[config.mk]
export PLATFORM = sky130hd
export DESIGN_NAME = tpi_root_div
export DESIGN_NICKNAME = d
export VERILOG_FILES = /design/src/hw/rtl/tridiagonal_power_iteration_assert.svh /design/src/hw/rtl/tpi_pkg.sv /design/src/hw/rtl/tpi_root_div.sv
export SDC_FILE = /design/constraint.sdc
export NUM_CORES = 1
export LEC_CHECK = 0
export BUFFER_PORTS_ARGS = -buffer_cell sky130_fd_sc_hd__buf_2
export CAP_MARGIN = 20
export CORE_MARGIN = 5
export CORE_UTILIZATION = 45
export DETAILED_ROUTE_END_ITERATION = 7
export GPL_ROUTABILITY_DRIVEN = 0
export PLACE_DENSITY_LB_ADDON = 0.2
export SYNTH_ARGS = -nofsm -noshare
export SYNTH_HDL_FRONTEND = slang
export SYNTH_SLANG_ARGS = --single-unit
[constraint.sdc]
create_clock -name clk_i -period 5.6 [get_ports clk_i]
set_input_delay 1.68 -clock clk_i [delete_from_list [all_inputs] [get_ports clk_i]]
set_output_delay 1.68 -clock clk_i [all_outputs]
set_load 0.01 [all_outputs]
[src/hw/rtl/tridiagonal_power_iteration_assert.svh]
// assertion macros for the power iteration block
`ifndef TRIDIAGONAL_POWER_ITERATION_ASSERT_SVH
`define TRIDIAGONAL_POWER_ITERATION_ASSERT_SVH

// same-cycle implication, clocked on clk_i, off during reset
`define TPI_ASSERT_IMP(label, ante, cons) \
  label: assert property (@(posedge clk_i) disable iff (!rst_ni) (ante) |-> (cons)) \
    else $error("tpi assertion failed");

// next-cycle implication, clocked on clk_i, off during reset
`define TPI_ASSERT_NXT(label, ante, cons) \
  label: assert property (@(posedge clk_i) disable iff (!rst_ni) (ante) |=> (cons)) \
    else $error("tpi assertion failed");

`endif

[src/hw/rtl/tpi_pkg.sv]
// shared types and constants of the power iteration block
package tpi_pkg;

  // configuration register indexes
  localparam logic [1:0] CFG_DIAG   = 2'd0;
  localparam logic [1:0] CFG_OFFD   = 2'd1;
  localparam logic [1:0] CFG_EPOCHS = 2'd2;

  // arithmetic widths
  localparam int unsigned ACC_W      = 72;  // sum of squares, Q.48
  localparam int unsigned ROOT_W     = 36;  // integer root, Q.24
  localparam int unsigned REM_W      = 40;  // partial remainder
  localparam int unsigned NUM_W      = 63;  // rounded dividend
  localparam int unsigned STEP_W     = 6;
  localparam logic [STEP_W-1:0] SQRT_STEPS = 6'd36;
  localparam logic [STEP_W-1:0] DIV_STEPS  = 6'd31;

  // command to the root and divide unit
  typedef struct packed {
    logic start_sqrt;
    logic start_div;
  } tpi_cmd_t;

  // status from the root and divide unit
  typedef struct packed {
    logic busy;
    logic done;
  } tpi_sts_t;

endpackage

[src/hw/rtl/tpi_root_div.sv]
// shared bit-serial unit: integer square root and restoring division
module tpi_root_div
  import tpi_pkg::*;
(
  input  logic              clk_i,
  input  logic              rst_ni,
  input  tpi_cmd_t          cmd_i,
  input  logic [ACC_W-1:0]  radicand_i,
  input  logic [NUM_W-1:0]  dividend_i,
  input  logic [ROOT_W-1:0] divisor_i,
  output tpi_sts_t          sts_o,
  output logic [ROOT_W-1:0] result_o
);

  logic              busy_q, busy_d, done_q, done_d, sqrt_q, sqrt_d;
  logic [STEP_W-1:0] cnt_q, cnt_d;
  logic [REM_W-1:0]  rem_q, rem_d;
  logic [ROOT_W-1:0] res_q, res_d, div_q, div_d;
  logic [ACC_W-1:0]  opnd_q, opnd_d;
  logic [REM_W-1:0]  remx, trial, diff;
  logic              ge;

  // one compare and subtract per cycle
  always_comb begin
    if (sqrt_q) begin
      remx  = {rem_q[REM_W-3:0], opnd_q[ACC_W-1 -: 2]};
      trial = {2'b00, res_q, 2'b01};
    end else begin
      remx  = {rem_q[REM_W-2:0], opnd_q[ACC_W-1]};
      trial = {{(REM_W-ROOT_W){1'b0}}, div_q};
    end
    ge   = remx >= trial;
    diff = remx - trial;
  end

  // sequencing of the steps
  always_comb begin
    busy_d = busy_q;
    done_d = 1'b0;
    sqrt_d = sqrt_q;
    cnt_d  = cnt_q;
    rem_d  = rem_q;
    res_d  = res_q;
    div_d  = div_q;
    opnd_d = opnd_q;
    if (cmd_i.start_sqrt) begin
      busy_d = 1'b1;
      sqrt_d = 1'b1;
      cnt_d  = SQRT_STEPS;
      rem_d  = '0;
      res_d  = '0;
      opnd_d = radicand_i;
    end else if (cmd_i.start_div) begin
      busy_d = 1'b1;
      sqrt_d = 1'b0;
      cnt_d  = DIV_STEPS;
      rem_d  = {{(REM_W-32){1'b0}}, dividend_i[NUM_W-1:31]};
      res_d  = '0;
      div_d  = divisor_i;
      opnd_d = {dividend_i[30:0], {(ACC_W-31){1'b0}}};
    end else if (busy_q) begin
      rem_d  = ge ? diff : remx;
      res_d  = {res_q[ROOT_W-2:0], ge};
      opnd_d = sqrt_q ? {opnd_q[ACC_W-3:0], 2'b00} : {opnd_q[ACC_W-2:0], 1'b0};
      cnt_d  = cnt_q - 1'b1;
      if (cnt_q == 6'd1) begin
        busy_d = 1'b0;
        done_d = 1'b1;
      end
    end
  end

  always_ff @(posedge clk_i or negedge rst_ni) begin
    if (!rst_ni) begin
      busy_q <= 1'b0;
      done_q <= 1'b0;
      sqrt_q <= 1'b0;
      cnt_q  <= '0;
    end else begin
      busy_q <= busy_d;
      done_q <= done_d;
      sqrt_q <= sqrt_d;
      cnt_q  <= cnt_d;
    end
  end

  always_ff @(posedge clk_i) begin
    rem_q  <= rem_d;
    res_q  <= res_d;
    div_q  <= div_d;
    opnd_q <= opnd_d;
  end

  assign sts_o    = '{busy: busy_q, done: done_q};
  assign result_o = res_q;

endmodule
==> summary.md <==
| Metric | Value |
|---|---|
| Status | completed |
| HP Class | flip-flop to flip-flop |
| Cells after Synth | approximately 1300 |
| Commonest non-fill, non-tap cell in the layout | buf_2 |
| Synth async-reset ratio | roughly 4.7% |
| CTS tree | built |
| DRT Wirelength | a little under 30000 um |
| Synth area leader | edfxtp_1 |
| DR pass1 iterations | 5 |
| Worst path slowest cell | dfrtp_4 |
| Library cells used by synthesis | 65 |
| Most frequent cells in the layout | buf_2, mux2i_1, o21ai_0, nand2_1, nor2_1 |
| Clk buf depth | 2 |
| # fillers | 2453 |
| Max-cap violation count | 0 |
| Main synth FF type | edfxtp_1 |
| Port bufs | around 210 |
| Fin Setup TNS | 0 ps |
| Synthesis warning total | 0 |
| Vias post-DR | a little under 10000 |
| Worst Max-Slew Pin Slew | 985 ps |
| Initial antenna violation count | 0 |
| Reg area | about 5000 um^2 |
| Design Area, Final | 13700 um^2 |
| CTS H-Tree Depth | 4 |
| Dpl hpwl | between 20000 and 25000 um |
| First-iteration detailed-routing DRC count | 695 |
| Ranking of synthesized cells by area | edfxtp_1, mux2i_1, dfxtp_1, o21ai_0, ha_1 |
| Critical-path maximum fanout | 42 |
| Top Metal Used | met4 |
| Lkg Pwr | about 6.5 nW |
| Critical Path, Cell by Cell | buf_4, mux2_2, ha_1, nand3_1, nor3_1, nand2b_1, o211ai_2, a21oi_4, buf_12, mux2i_1, o21ai_0, a32o_1 |
| Total setup buffers inserted after CTS | 0 |
| Pin count of the biggest net entering global routing | 107 |
| Remaining global-route overflow | 0 |
| RSZ-0062 raised after global routing | false |
| Yosys top cell area share | 27.4% |
| WL/cell | around 17 um |
| Rel. slew slack | 34.2% |
| Setup CP Type | flip-flop to flip-flop |
| Final nets | 1634 |
| Post-DRT Antenna Nets | 0 |
| Final Hold Fails | 0 |
| Clock skew | between 8 and 9 ps |
| DR WL met2 | 13900 um |
| Power per Cell Area | about 440 nW/um^2 |
| Site Rows | 59 |
| Worst hold slack | slightly above 500 ps |
| Min cycle time layout | 4410 ps |
| Worst setup EP type | flip-flop |
| DRC viols | 0 |
| CTS Buf Count | 17 |
| Post-Route M1 WL | approximately 14000 um |
| Post_cts resized | 0 |
| First-pass GRT wire length | approximately 47000 um |
| Worst EP arrival | about 4700 ps |
| Worst EP required | between 5000 and 6000 ps |
| CP max stage delay | about 820 ps |
| Via/cell ratio | 5.47 |
| Die area | approximately 30000 um^2 |
| Multi-input logic area | ~6400 um^2 |
| Gr usage total | approximately 19% |
| Post-synth EDFFs | between 100 and 150 |
| Post-Syn Area | ~12000 um^2 |
| Worst-path clk slew | ~70 ps |
| Final setup vio count | 0 |
| CTS Sinks | 192 |
| Startpoint Class | flip-flop |
| Initial Util | 45.6% |
| Antenna Cells | 0 |
| Vias in the first global route | around 9400 |
| Seq/Total Area, Yosys | between 40% and 50% |
| Area Growth Syn to Fin | 15.3% |
| Die Span Y | around 170 um |
| Ports | between 200 and 250 |
| DR WL met3 | between 1000 and 1500 um |
| CORE AREA | between 20000 and 30000 um^2 |
| Net count after synthesis | 1474 |
| Achievable clock frequency | between 200 and 250 MHz |
| Synth Area per Inst | between 9 and 10 um^2 |
| Seq cells post-synth | 192 |
| Post-DP Area | between 10000 and 15000 um^2 |
| Die width | roughly 170 um |
| Slew Viols, Final | 0 |
| Clock Latency Late Sink | 440 ps |
| Post-route clock period utilization | 78.8% |
| Max IR drop VDD | between 0.4 and 0.5 mV |
| Fraction of layout cells with a size suffix above 1 | between 20 and 25% |
| Root buffer cell | clkbuf_16 |
| CTS Hold Bufs | 0 |
## worst paths after layout
| path | to | slack [ps] | cells after the start | start |
|---|---|---|---|---|
| max in group asynchronous | sqrt_q$_DFFE_PN0P_ | 4310 | 1 | rst_ni |
| min in group asynchronous | cnt_q[0]$_DFFE_PN0P_ | 1090 | 1 | rst_ni |
| setup reg to reg | rem_q[30]$_SDFFE_PP0P_ | 1190 | 12 | sqrt_q$_DFFE_PN0P_ |
| setup / recovery | rem_q[30]$_SDFFE_PP0P_ | 1190 | 12 | sqrt_q$_DFFE_PN0P_ |
| hold / removal | rem_q[32]$_SDFFE_PP0P_ | 510 | 2 | rem_q[32]$_SDFFE_PP0P_ |
| hold reg to reg | rem_q[32]$_SDFFE_PP0P_ | 510 | 2 | rem_q[32]$_SDFFE_PP0P_ |
## through the flow
| step | util [%] | instances | setup slack [ps] | power, mW |
|---|---|---|---|---|
| detailed placement | 50.4 | 1734 | 1250 | 4.91 |
| CTS | 52.6 | 1766 | 1210 | 6.11 |
| global route | 52.6 | 1766 | 931 | 6.55 |
| global placement | 50.4 | 1734 | 1330 | 4.88 |
| floorplan | - | 1258 | 1290 | 4.31 |
| finish | 52.6 | 1766 | 1190 | 6.08 |
## cell usage after synthesis, types with 5 or more instances
| cell type | count |
|---|---|
| mux2i_1 | 173 |
| o21ai_0 | 145 |
| nand2_1 | 118 |
| nor2_1 | 110 |
| edfxtp_1 | 108 |
| a21oi_1 | 99 |
| dfxtp_1 | 75 |
| clkbuf_1 | 57 |
| ha_1 | 40 |
| mux2_2 | 34 |
| a21o_1 | 33 |
| inv_1 | 26 |
| nand3_1 | 23 |
| xnor2_1 | 17 |
| nor3_1 | 14 |
| buf_1 | 13 |
| nor2b_1 | 13 |
| xor2_1 | 13 |
| a31oi_1 | 11 |
| nand2b_1 | 11 |
| dfrtp_1 | 9 |
| nand4_1 | 9 |
| o211ai_1 | 8 |
| and3_1 | 7 |
| a211oi_1 | 6 |
| buf_2 | 6 |
| o21bai_1 | 6 |
| and2_1 | 5 |
| o21a_1 | 5 |
| or2_2 | 5 |
## critical path, delay by kind of cell (launching register included)
family | cells | cell delay, ps
and+or+nand+nor | 3 | 790
buffers and inverters | 2 | 730
AOI/OAI and AO/OA | 4 | 930
adders and majority gates | 1 | 410
DFF | 1 | 820
muxes | 2 | 590
## cells by family (layout without fill, tap and decap cells)
kind of cell    Yosys count  after routing  synth area share (%)
fa+ha+maj                41             41                  4.39
mux                     207            207                  17.8
flops                   192            192                  41.9
buf+inv                 110            283                  3.87
compound gates          350            350                  17.5
simple gates            328            328                  12.2
xor+xnor                 30             30                  2.22
## report_power, final
group | internal (mW) | switching, mW | leakage (nW)
Clock | 0.586 | 0.591 | 0.270
Sequential | 1.67 | 0.111 | 1.86
Combinational | 1.38 | 1.74 | 4.38
## area by class of cell
cell class	count	share of cell area [%]
Clock buffer	18	3.14
Clock inverter	14	0.970
Inverter	26	0.714
Multi-Input combinational cell	956	47.1
Sequential cell	192	36.4
Tap cell	335	3.07
Timing Repair Buffer	225	8.59
## sequential cells by signal, summed over array words and instances (netlist names)
register	cells
sqrt_q	1
opnd_q	72
done_q	1
busy_q	1
cnt_q	6
div_q	36
result_o	36
rem_q	39
## metal layers
metal	track usage (%)	vias to the layer above
li1	-	4904
met1	26.7	4487
met2	32.5	240
met3	3.18	21
met4	3.55	0
met5	0	-
Note: power is estimated with default switching activity, not from simulation.
